==> src/hdl/urhb_pkg.sv <==
// Shared types and constants for the undo/redo history buffer.
`default_nettype none

package urhb_pkg;

	localparam int ADDR_W  = 16;
	localparam int VALUE_W = 32;
	localparam int COUNT_W = 5;

	localparam logic [1:0] CMD_PUSH  = 2'd0;
	localparam logic [1:0] CMD_UNDO  = 2'd1;
	localparam logic [1:0] CMD_REDO  = 2'd2;
	localparam logic [1:0] CMD_CLEAR = 2'd3;

	localparam logic [COUNT_W-1:0] MAX_DEPTH_RESET = 5'd16;

	typedef struct packed {
		logic [1:0]         cmd;
		logic [ADDR_W-1:0]  target_address;
		logic [VALUE_W-1:0] current_value;
		logic [VALUE_W-1:0] new_value;
	} in_item_t;

	typedef struct packed {
		logic               write_enable;
		logic [ADDR_W-1:0]  write_address;
		logic [VALUE_W-1:0] write_value;
		logic               accepted;
		logic               changed;
		logic               can_undo;
		logic               can_redo;
		logic [COUNT_W-1:0] entry_count;
		logic [COUNT_W-1:0] cursor_position;
	} out_item_t;

	typedef struct packed {
		logic [ADDR_W-1:0]  address;
		logic [VALUE_W-1:0] old_value;
		logic [VALUE_W-1:0] new_value;
	} entry_t;

endpackage

`default_nettype wire

==> src/hdl/urhb_ram.sv <==
// Generic single-write, single-read RAM with registered read data.
`default_nettype none

module urhb_ram #(
	parameter int WIDTH = 80,
	parameter int DEPTH = 16
) (
	input  wire logic                     clk,
	input  wire logic                     wr_en,
	input  wire logic [$clog2(DEPTH)-1:0] wr_addr,
	input  wire logic [WIDTH-1:0]         wr_data,
	input  wire logic                     rd_en,
	input  wire logic [$clog2(DEPTH)-1:0] rd_addr,
	output logic      [WIDTH-1:0]         rd_data
);

	logic [WIDTH-1:0] mem_q [DEPTH];

	always_ff @(posedge clk) begin
		if (wr_en) begin
			mem_q[wr_addr] <= wr_data;
		end
		if (rd_en) begin
			rd_data <= mem_q[rd_addr];
		end
	end

endmodule

`default_nettype wire

==> src/hdl/undo_redo_history_buffer.sv <==
// Top level of the bounded undo/redo write journal.
//
// Usage: the command channel (in_valid / in_stall / in_data) takes one
// transaction per command: push, undo, redo or clear. Every command yields
// exactly one result transaction on out_valid / out_stall / out_data, which
// carries the write to perform (push and redo emit the new value, undo the
// old one) plus the journal status after the command.
// Pipeline: two register stages. The accept edge loads the read stage, which
// passes on to the output register when that is free or drains. Throughput:
// one command per cycle while out_stall is low; the journal pointers update
// at the accept edge and the entry RAM is read or written in that same edge,
// so its registered read port adds the read stage. Backpressure: a finished
// result waits in the output register while one more command is taken into
// the read stage; further commands are stalled until the receiver takes the
// waiting result. Reset: the journal empties (count, cursor and oldest slot
// go to zero) and max_depth returns to 16. Entry storage is not cleared; only
// live entries are ever read. cfg_write_en / cfg_write_data set max_depth;
// the user must write it only while idle, as the block does not enforce it.
`default_nettype none

module undo_redo_history_buffer #(
	parameter int HISTORY_DEPTH = 16
) (
	input  wire logic                                 clk,
	input  wire logic                                 arst_n,
	input  wire logic                                 in_valid,
	output logic                                      in_stall,
	input  wire urhb_pkg::in_item_t                   in_data,
	output logic                                      out_valid,
	input  wire logic                                 out_stall,
	output urhb_pkg::out_item_t                       out_data,
	input  wire logic                                 cfg_write_en,
	input  wire logic [urhb_pkg::COUNT_W-1:0]         cfg_write_data
);

	localparam int SW    = $clog2(HISTORY_DEPTH);
	localparam int SUM_W = ((SW > urhb_pkg::COUNT_W) ? SW : urhb_pkg::COUNT_W) + 2;
	localparam int CAP   = (HISTORY_DEPTH < 31) ? HISTORY_DEPTH : 31;
	localparam logic [urhb_pkg::COUNT_W-1:0] CAP_C   = urhb_pkg::COUNT_W'(CAP);
	localparam logic [SUM_W-1:0]             DEPTH_S = SUM_W'(HISTORY_DEPTH);
	localparam int ENTRY_W = $bits(urhb_pkg::entry_t);

	// Source of the emitted write in the read stage.
	localparam logic [1:0] SRC_HELD = 2'd0;
	localparam logic [1:0] SRC_OLD  = 2'd1;
	localparam logic [1:0] SRC_NEW  = 2'd2;

	// Wrap a logical offset from the oldest slot into the circular store.
	function automatic logic [SW-1:0] wrap_slot(input logic [SUM_W-1:0] sum);
		if (sum >= DEPTH_S) begin
			return SW'(sum - DEPTH_S);
		end
		return SW'(sum);
	endfunction

	// Journal pointers and configuration.
	logic [SW-1:0]                oldest_q;
	logic [urhb_pkg::COUNT_W-1:0] held_q;
	logic [urhb_pkg::COUNT_W-1:0] cursor_q;
	logic [urhb_pkg::COUNT_W-1:0] max_depth_q;

	// Read stage.
	logic                valid_s1;
	logic [1:0]          src_s1;
	urhb_pkg::out_item_t res_s1;

	// Output register.
	logic                out_valid_q;
	urhb_pkg::out_item_t out_q;

	logic                         accept;
	logic                         adv_s1;
	logic [urhb_pkg::COUNT_W-1:0] eff_depth;
	logic [urhb_pkg::COUNT_W:0]   held_new;
	logic [urhb_pkg::COUNT_W:0]   excess;
	logic [SW-1:0]                slot_cur;
	logic [SW-1:0]                rd_slot;
	logic [SW-1:0]                nxt_oldest;
	logic [urhb_pkg::COUNT_W-1:0] nxt_held;
	logic [urhb_pkg::COUNT_W-1:0] nxt_cursor;
	logic                         wr_en;
	logic                         rd_en;
	logic [1:0]                   nxt_src;
	urhb_pkg::out_item_t          nxt_res;
	urhb_pkg::out_item_t          merged_res;
	urhb_pkg::entry_t             wr_entry;
	urhb_pkg::entry_t             rd_entry;
	logic [ENTRY_W-1:0]           rd_raw;

	// Advance the read stage whenever the output register is free or drains.
	assign adv_s1   = valid_s1 && (!out_valid_q || !out_stall);
	assign in_stall = valid_s1 && out_valid_q && out_stall;
	assign accept   = in_valid && !in_stall;

	// Clamp max_depth into 1 .. HISTORY_DEPTH, and to at most 31.
	always_comb begin
		if (max_depth_q == '0) begin
			eff_depth = urhb_pkg::COUNT_W'(1);
		end else if (max_depth_q > CAP_C) begin
			eff_depth = CAP_C;
		end else begin
			eff_depth = max_depth_q;
		end
	end

	assign slot_cur = wrap_slot(SUM_W'(oldest_q) + SUM_W'(cursor_q));
	assign held_new = {1'b0, cursor_q} + 1'b1;
	assign excess   = held_new - {1'b0, eff_depth};

	assign wr_entry.address   = in_data.target_address;
	assign wr_entry.old_value = in_data.current_value;
	assign wr_entry.new_value = in_data.new_value;

	// Next pointers, RAM access and the status part of the result.
	always_comb begin
		nxt_oldest = oldest_q;
		nxt_held   = held_q;
		nxt_cursor = cursor_q;
		wr_en      = 1'b0;
		rd_en      = 1'b0;
		rd_slot    = slot_cur;
		nxt_src    = SRC_HELD;
		nxt_res    = '0;
		unique case (in_data.cmd)
			urhb_pkg::CMD_PUSH: begin
				// Overwrite the slot at the cursor; everything above is dropped.
				wr_en = accept;
				if (held_new > {1'b0, eff_depth}) begin
					nxt_oldest = wrap_slot(SUM_W'(oldest_q) + SUM_W'(excess));
					nxt_held   = eff_depth;
					nxt_cursor = eff_depth;
				end else begin
					nxt_held   = held_new[urhb_pkg::COUNT_W-1:0];
					nxt_cursor = held_new[urhb_pkg::COUNT_W-1:0];
				end
				nxt_res.write_enable  = 1'b1;
				nxt_res.write_address = in_data.target_address;
				nxt_res.write_value   = in_data.new_value;
				nxt_res.accepted      = 1'b1;
				nxt_res.changed       = 1'b1;
			end
			urhb_pkg::CMD_UNDO: begin
				if (cursor_q != '0) begin
					nxt_cursor = cursor_q - 1'b1;
					rd_slot    = wrap_slot(SUM_W'(oldest_q) + SUM_W'(cursor_q - 1'b1));
					rd_en      = accept;
					nxt_src    = SRC_OLD;
					nxt_res.write_enable = 1'b1;
					nxt_res.accepted     = 1'b1;
					nxt_res.changed      = 1'b1;
				end
			end
			urhb_pkg::CMD_REDO: begin
				if (cursor_q < held_q) begin
					nxt_cursor = cursor_q + 1'b1;
					rd_en      = accept;
					nxt_src    = SRC_NEW;
					nxt_res.write_enable = 1'b1;
					nxt_res.accepted     = 1'b1;
					nxt_res.changed      = 1'b1;
				end
			end
			urhb_pkg::CMD_CLEAR: begin
				nxt_oldest = '0;
				nxt_held   = '0;
				nxt_cursor = '0;
				nxt_res.accepted = 1'b1;
				nxt_res.changed  = 1'b1;
			end
		endcase
		nxt_res.can_undo        = (nxt_cursor != '0);
		nxt_res.can_redo        = (nxt_cursor < nxt_held);
		nxt_res.entry_count     = nxt_held;
		nxt_res.cursor_position = nxt_cursor;
	end

	// Entry store: write on push, read on a granted undo or redo.
	urhb_ram #(
		.WIDTH(ENTRY_W),
		.DEPTH(HISTORY_DEPTH)
	) u_entry_ram (
		.clk     (clk),
		.wr_en   (wr_en),
		.wr_addr (slot_cur),
		.wr_data (wr_entry),
		.rd_en   (rd_en),
		.rd_addr (rd_slot),
		.rd_data (rd_raw)
	);

	assign rd_entry = urhb_pkg::entry_t'(rd_raw);

	// Pointers and configuration.
	always_ff @(posedge clk or negedge arst_n) begin
		if (!arst_n) begin
			oldest_q    <= '0;
			held_q      <= '0;
			cursor_q    <= '0;
			max_depth_q <= urhb_pkg::MAX_DEPTH_RESET;
		end else begin
			if (accept) begin
				oldest_q <= nxt_oldest;
				held_q   <= nxt_held;
				cursor_q <= nxt_cursor;
			end
			if (cfg_write_en) begin
				max_depth_q <= cfg_write_data;
			end
		end
	end

	// Read stage control.
	always_ff @(posedge clk or negedge arst_n) begin
		if (!arst_n) begin
			valid_s1 <= 1'b0;
		end else if (accept) begin
			valid_s1 <= 1'b1;
		end else if (adv_s1) begin
			valid_s1 <= 1'b0;
		end
	end

	// Read stage payload: hold while stalled.
	always_ff @(posedge clk) begin
		if (accept) begin
			src_s1 <= nxt_src;
			res_s1 <= nxt_res;
		end
	end

	// Output register control.
	always_ff @(posedge clk or negedge arst_n) begin
		if (!arst_n) begin
			out_valid_q <= 1'b0;
		end else if (adv_s1) begin
			out_valid_q <= 1'b1;
		end else if (!out_stall) begin
			out_valid_q <= 1'b0;
		end
	end

	// Merge the entry read back from RAM into the result.
	always_comb begin
		merged_res = res_s1;
		unique case (src_s1)
			SRC_OLD: begin
				merged_res.write_address = rd_entry.address;
				merged_res.write_value   = rd_entry.old_value;
			end
			SRC_NEW: begin
				merged_res.write_address = rd_entry.address;
				merged_res.write_value   = rd_entry.new_value;
			end
			default: begin
			end
		endcase
	end

	always_ff @(posedge clk) begin
		if (adv_s1) begin
			out_q <= merged_res;
		end
	end

	assign out_valid = out_valid_q;
	assign out_data  = out_q;

endmodule

`default_nettype wire

==> config.mk <==
export PLATFORM = sky130hd
export DESIGN_NAME = undo_redo_history_buffer
export DESIGN_NICKNAME = d
export VERILOG_FILES = /design/src/hdl/urhb_pkg.sv /design/src/hdl/urhb_ram.sv /design/src/hdl/undo_redo_history_buffer.sv
export SDC_FILE = /design/constraint.sdc
export NUM_CORES = 2
export LEC_CHECK = 0
export BUFFER_PORTS_ARGS = -buffer_cell sky130_fd_sc_hd__buf_2
export CAP_MARGIN = 20
export CORE_MARGIN = 2
export CORE_UTILIZATION = 55
export CTS_BUF_LIST = sky130_fd_sc_hd__clkbuf_8
export DETAILED_ROUTE_END_ITERATION = 7
export PLACE_DENSITY_LB_ADDON = 0.15
export SETUP_SLACK_MARGIN = 0.5
export SYNTH_ARGS = -nofsm -noshare
export SYNTH_HDL_FRONTEND = slang
export SYNTH_SLANG_ARGS = --single-unit
==> constraint.sdc <==
create_clock -name clk -period 7.2 [get_ports clk]
set_clock_uncertainty 0.05 [all_clocks]
set_input_delay 0.72 -clock clk [delete_from_list [all_inputs] [get_ports clk]]
set_output_delay 0.72 -clock clk [all_outputs]
set_load 0.01 [all_outputs]
* Word level (Yosys, flattened, before mapping) *
Memories as Yosys holds them, arrays and structs flattened. A register that Yosys moved wholly into a read port is not among the register bits.
Index checks and enable logic that the tools add are counted.

word-level totals
  bits in registers = 149
  bits in writable memories = 1280
  bits of input ports = 92
  output and inout port bits = 65
  logic and storage cells = 111
  memories kept = 1

memory list
  name               words  bits a word  read ports  clocked after memory_dff  write ports  line            RTL
  u_entry_ram.mem_q  16     80           1           1                         1            urhb_ram.sv:17  logic [WIDTH-1:0] mem_q [DEPTH];

cells by class
  add/sub/neg operators = 11
  magnitude comparators = 7
  equality and inequality tests = 7
  mux-type cells = 44
  reductions and logical operators = 16

operators by type and width
  kind                                                  number
  one-hot mux 48 bit (2 select lines)                   1
  two-way mux 4 bit                                     9
  two-way mux 5 bit                                     5
  one-hot mux 5 bit (4 select lines)                    1
  two-way mux 1 bit                                     19
  >= comparator 7 x 5 -> 1 bit, second input constant   2
  subtractor 4 x 1 -> 4 bit, second input constant      3
  less-than comparator 5 bit                            2
  one-hot mux 5 bit (2 select lines)                    1
  nonzero test 5 bit                                    2
  one-hot mux 4 bit (2 select lines)                    1
  adder 4 x 6 -> 7 bit                                  1
  adder 5 x 6 -> 7 bit                                  1
  adder 4 x 5 -> 6 bit                                  1
  adder 5 x 1 -> 6 bit, second input constant           1
  == test 2 bit, second input constant                  3
  >= comparator 6 x 5 -> 1 bit, second input constant   1
  greater-than comparator 6 x 5 -> 1 bit                1
  two-way mux 2 bit                                     3
  one-hot mux 2 bit (3 select lines)                    1
  subtractor 5 x 1 -> 6 bit, second input constant      1
  subtractor 6 x 5 -> 6 bit                             1
  adder 5 x 1 -> 5 bit, second input constant           1
  greater-than comparator 5 bit, second input constant  1
  15 further kinds                                      22

* Depth between registers and ports, before layout *
  depth after elaboration = 12
  gate-level depth with buffers = 17
  gate-level depth less buffers = 17

* By module *
A second synthesis with hierarchy kept.

unflattened totals
  cells, all modules = 2626
  area total of the unflattened synthesis = 57283.7 um^2

by module, submodules not included
  module                    times used  cells each  area each (um^2)  seq. area each (um^2)
  urhb_ram                  1           2054        50223.2           40839.2
  undo_redo_history_buffer  1           572         7060.5            4310.4

* Worst setup path before layout *
Ideal clock, no wire load.

  path type = input port to flip-flop
  start point = input out_stall
  end point = memory u_entry_ram.mem_q[13][0] (enable)
  setup time = 519 ps
  arrival = 6978 ps
  required time = 6631 ps
  setup slack = -347 ps
  stages on the path = 7
  path buffers = 1
  path through = nand3_1 -> nand2_1 -> inv_1 -> clkbuf_1 -> nand2_1 -> or3_1 -> nor2_1

on the way
  longest elaborated chain between the ends = 6

RTL lines
  item                                     line                             RTL
  start, declared                          undo_redo_history_buffer.sv:30   input wire logic out_stall,
  logical AND 1 bit                        undo_redo_history_buffer.sv:92   assign in_stall = valid_s1 && out_valid_q && out_stall;
  zero test 1 bit                          undo_redo_history_buffer.sv:93   assign accept = in_valid && !in_stall;
  logical AND 1 bit                        undo_redo_history_buffer.sv:93
  net accept                               undo_redo_history_buffer.sv:71   logic accept;
  two-way mux 1 bit                        undo_redo_history_buffer.sv:124  unique case (in_data.cmd)
  two-way mux 1 bit                        urhb_ram.sv:20                   if (wr_en) begin
  two-way mux 1 bit (not written as such)  urhb_ram.sv:21                   mem_q[wr_addr] <= wr_data;
  end, declared                            urhb_ram.sv:17

The timed path passes the listed nets, and every way through them passes these cells.

* Worst setup path in the final report *
  start point = register cursor_q[0] in the netlist's numbering
  end point = register u_entry_ram.rd_data[77] (read register of u_entry_ram.mem_q), data pin

on the way
  longest elaborated chain between the ends = 9
  elaborated cells between the ends (all ways) = 22
  classes of those cells = add/sub: 5; order compare: 3; mux: 13; reduce/logical: 1

RTL lines
  item                          line                             RTL
  start, declared               undo_redo_history_buffer.sv:59   logic [urhb_pkg::COUNT_W-1:0] cursor_q;
  start signal, assigned        undo_redo_history_buffer.sv:204  cursor_q <= nxt_cursor;
  subtractor 5 x 1 -> 6 bit     undo_redo_history_buffer.sv:145  rd_slot = wrap_slot(SUM_W'(oldest_q) + SUM_W'(cursor_q - 1'b1));
  adder 5 x 6 -> 7 bit          undo_redo_history_buffer.sv:145
  >= comparator 7 x 5 -> 1 bit  undo_redo_history_buffer.sv:50   if (sum >= DEPTH_S) begin
  two-way mux 1 bit             undo_redo_history_buffer.sv:50
  two-way mux 1 bit             undo_redo_history_buffer.sv:143  if (cursor_q != '0) begin
  two-way mux 1 bit             undo_redo_history_buffer.sv:124
  two-way mux 4 bit             undo_redo_history_buffer.sv:53   return SW'(sum);
  two-way mux 4 bit             undo_redo_history_buffer.sv:143
  two-way mux 4 bit             undo_redo_history_buffer.sv:124
  end, declared                 urhb_ram.sv:14                   output logic [WIDTH-1:0] rd_data

Parallel ways exist; a longest one is shown, timed or not. The select of a mux whose other input is x is not followed.
A chain may end at the register's enable or synchronous reset.

==> metrics.yaml <==
outcome: "finished clean"
die_h_um: 358
antenna_found_initial: 13
cts_tree: "built"
post_cts_resized: 0
start_kind: "register"
synthDistinctLibCells: 60
slew_violations: 0
drc: 0
worst_pin_slew_ns: 1.11
fill_cells: 8952
first_pass_iters: 5
place.gp.congestion: 0.817
worstSkewPairLatency_ns: 0.97
root_buffer: "clkbuf_8"
cts_htree_levels: 4
synth_edf_count: 1486
viasPerCell: 6.81
port_buffers: 156
rsz0062_at_grt: "false"
drv_cap: 0
hold_path_end: "u_entry_ram.mem_q[12][71]"
finalCritPeriodShare: 0.663
slew_headroom: 0.257
ys_ff_latch: 1507
r2r-start: "cursor_q[0]"
grt_pass1_wl_mm: 269
max_clock_freq_mhz: 209
syn_inst: 4000
cts_setup_buffers: 0
wirelength_mm: 184
fp.dieW_um: 358
clk_pin_slew_worst_paths_ns: 0.07
regToRegSetupSlack_ns: 2.42
die-area_mm2: 0.128
cts_sinks: 1507
core_region_area_mm2: 0.124
pin_count: 157
synth-seq-area-share: 0.655
num_rows: 129
grt_overflow: 0
dr.first_iter.drc_count: 4847
synth_top_flop_cell: "edfxtp_1"
drive_gt1_frac: 0.261
critPathRequiredTime_ns: 7.92
syn_avg_cell_area_um2: 17.2
end_kind: "register"
fin_crit_ns: 4.78
drtAntennaViolNets: 0
crit_arrival_ns: 5.50
hp-start: "in_data[71]"
cp_max_fo: 31
area_growth_pct: 10.8
hold_path.class: "in2reg"
yosysWarnings: 0
peakVddDrop_mv: 0.886
crit_type: "reg2reg"
grt_usage: 0.289
synth_area_mm2: 0.0689
async_flop_share: 0.0139
powerDensity_mw_per_mm2: 524
total_power_w: 0.0400
hold_viol: 0
start_util: 0.556
hpwl_mm: 95.2
hold_buffers: 36
clockBufferDepth: 3
synth_fp_nets: 4127
grt_max_degree: 148
nNetsFinal: 4331
r2r_cells: 11
grt_pass1_vias: 41000
p_leak_nw: 25.5
cts_buffers: 235
vias: 41100
post_drt_wl_per_cell_um: 30.5
setup_viol_count_final: 0
min_delay_path_depth: 1
timing.rr.end: "u_entry_ram.rd_data[77]"
tns_ns: 0
[how the worst max path moves through the flow]
stage | end | slack, ns | depth (start not counted) | from
after floorplan | u_entry_ram.mem_q[13][0] | -0.35 | 7 | out_stall
after global placement | u_entry_ram.rd_data[77] | 2.59 | 11 | cursor_q[0]
after detailed placement | u_entry_ram.rd_data[0] | 2.55 | 11 | cursor_q[0]
after CTS | u_entry_ram.rd_data[77] | 2.50 | 11 | cursor_q[0]
after global routing | u_entry_ram.rd_data[74] | 2.22 | 11 | cursor_q[0]
final | u_entry_ram.rd_data[77] | 2.42 | 11 | cursor_q[0]
[metal layers]
layer  wire length (µm)  up-vias  share of wire  GRT usage
li1                   -    17000              -          -
met1              72700    21500           0.40      0.408
met2              88200     2220           0.48      0.456
met3              18300      364           0.10     0.0646
met4               4700       10          0.026     0.0891
met5                 73        -        0.00040          0
[registers in the layout (all words and copies together), names as in the netlist]
register             flops
oldest_q                 4
src_s1                   2
u_entry_ram.rd_data     80
out_valid                1
out_data                62
valid_s1                 1
max_depth_q              5
held_q                   5
u_entry_ram.mem_q     1280
merged_res              14
res_s1                  48
cursor_q                 5
[cells in the mapped netlist (all sizes together), types with 6 or more instances]
master	instances	area share
edfxtp	1486	0.65
mux4	476	0.16
mux2i	279	0.041
nand2	255	0.014
nor2	197	0.011
clkbuf	168	0.0092
buf	143	0.010
o21ai	142	0.010
o221ai	133	0.017
nor3	112	0.0081
mux2	91	0.015
o22ai	79	0.0072
and2	53	0.0048
a221o	46	0.0067
and3	38	0.0035
a31oi	36	0.0033
a22oi	35	0.0038
ha	31	0.0056
o21a	26	0.0028
inv	21	0.0011
dfrtp	20	0.0073
a21oi	17	0.0012
a22o	16	0.0020
xor2	10	0.0014
a21o	9	0.00098
nand3	9	0.00065
a211oi	8	0.00087
nand2b	7	0.00064
xnor2	7	0.00089
o31ai	6	0.00065
[per-stage QoR]
| stage | utilization | setup WS [ns] | hold slack, ns | area, µm² | instances |
|---|---|---|---|---|---|
| finish | 0.616 | 2.42 | 0.0903 | 76300 | 6030 |
| global route | 0.616 | 2.22 | 0.0536 | 76300 | 6028 |
| CTS | 0.615 | 2.50 | 0.000261 | 76300 | 6026 |
| detailed placement | 0.578 | 2.55 | 0.356 | 71600 | 5568 |
| global placement | 0.578 | 2.59 | 0.352 | 71600 | 5568 |
| floorplan | - | -0.347 | 0.350 | 68900 | 4000 |
[cell type report]
class                   instances  area, µm²  area share
flip-flops and latches       1507      45100       0.592
multi-input cells            2161      22600       0.297
clock buffers                 236       3250      0.0426
repair buffers                278       2070      0.0272
well taps                    1637       2050      0.0268
clock inverters               186       1040      0.0137
inverters                      21       81.3     0.00107
diodes                          4       10.0    0.000131
[placed cells by master (no fill, tap or decap), types with 5 or more instances in the layout]
cell type / Yosys / layout
a211oi_1: 8 / 8
a21o_1: 9 / 9
a21oi_1: 17 / 17
a221o_1: 46 / 46
a22o_1: 16 / 16
a22oi_1: 35 / 35
a31oi_1: 36 / 36
and2_1: 53 / 53
and3_1: 38 / 38
buf_12: 0 / 23
buf_2: 86 / 156
buf_4: 18 / 63
bufinv_16: 0 / 7
clkbuf_8: 0 / 236
clkinv_1: 0 / 54
clkinv_2: 0 / 32
clkinvlp_4: 0 / 5
dfrtp_1: 20 / 20
dlygate4sd3_1: 0 / 36
edfxtp_1: 1486 / 1486
ha_1: 31 / 27
inv_1: 21 / 94
inv_6: 0 / 5
mux2_2: 91 / 91
mux2i_1: 279 / 279
mux4_2: 476 / 476
nand2_1: 254 / 251
nand2b_1: 7 / 7
nand3_1: 9 / 8
nor2_1: 197 / 178
nor2_4: 0 / 19
nor3_1: 112 / 112
o21a_1: 26 / 26
o21ai_0: 140 / 140
o221ai_1: 133 / 133
o22ai_1: 79 / 79
o31ai_1: 6 / 6
xnor2_1: 7 / 5
xor2_1: 9 / 7
[critical path, stage by stage, from the launching register on]
cell and delay, ns:
dfrtp_1 0.48, inv_1 0.18, ha_1 0.41, inv_1 0.18
fa_4 0.88, nor2_4 0.62, buf_4 0.63, a221o_1 0.26
nor2_1 0.05, o221ai_1 0.30, o221ai_1 0.21, mux2i_1 0.25
[power by group]
part	total (W)	switching (W)	leakage, nW	internal (W)
Combinational	0.0224	0.0123	9.32	0.0101
Sequential	0.0109	0.000298	13.7	0.0106
Clock	0.00668	0.00336	2.48	0.00331
[cells by family (layout without fill, tap and decap cells)]
group | count (synthesis) | in the layout | synth area share
multiplexers | 846 | 846 | 0.211
AND/OR/NAND/NOR | 688 | 688 | 0.0444
flip-flops | 1507 | 1507 | 0.655
XOR/XNOR | 17 | 17 | 0.00227
buffers and inverters | 332 | 721 | 0.0207
AO/OA/AOI/OAI | 575 | 575 | 0.0595
adder cells (fa/ha/maj) | 35 | 35 | 0.00679
other | 0 | 4 | 0
(Power assumes the default switching activity.)
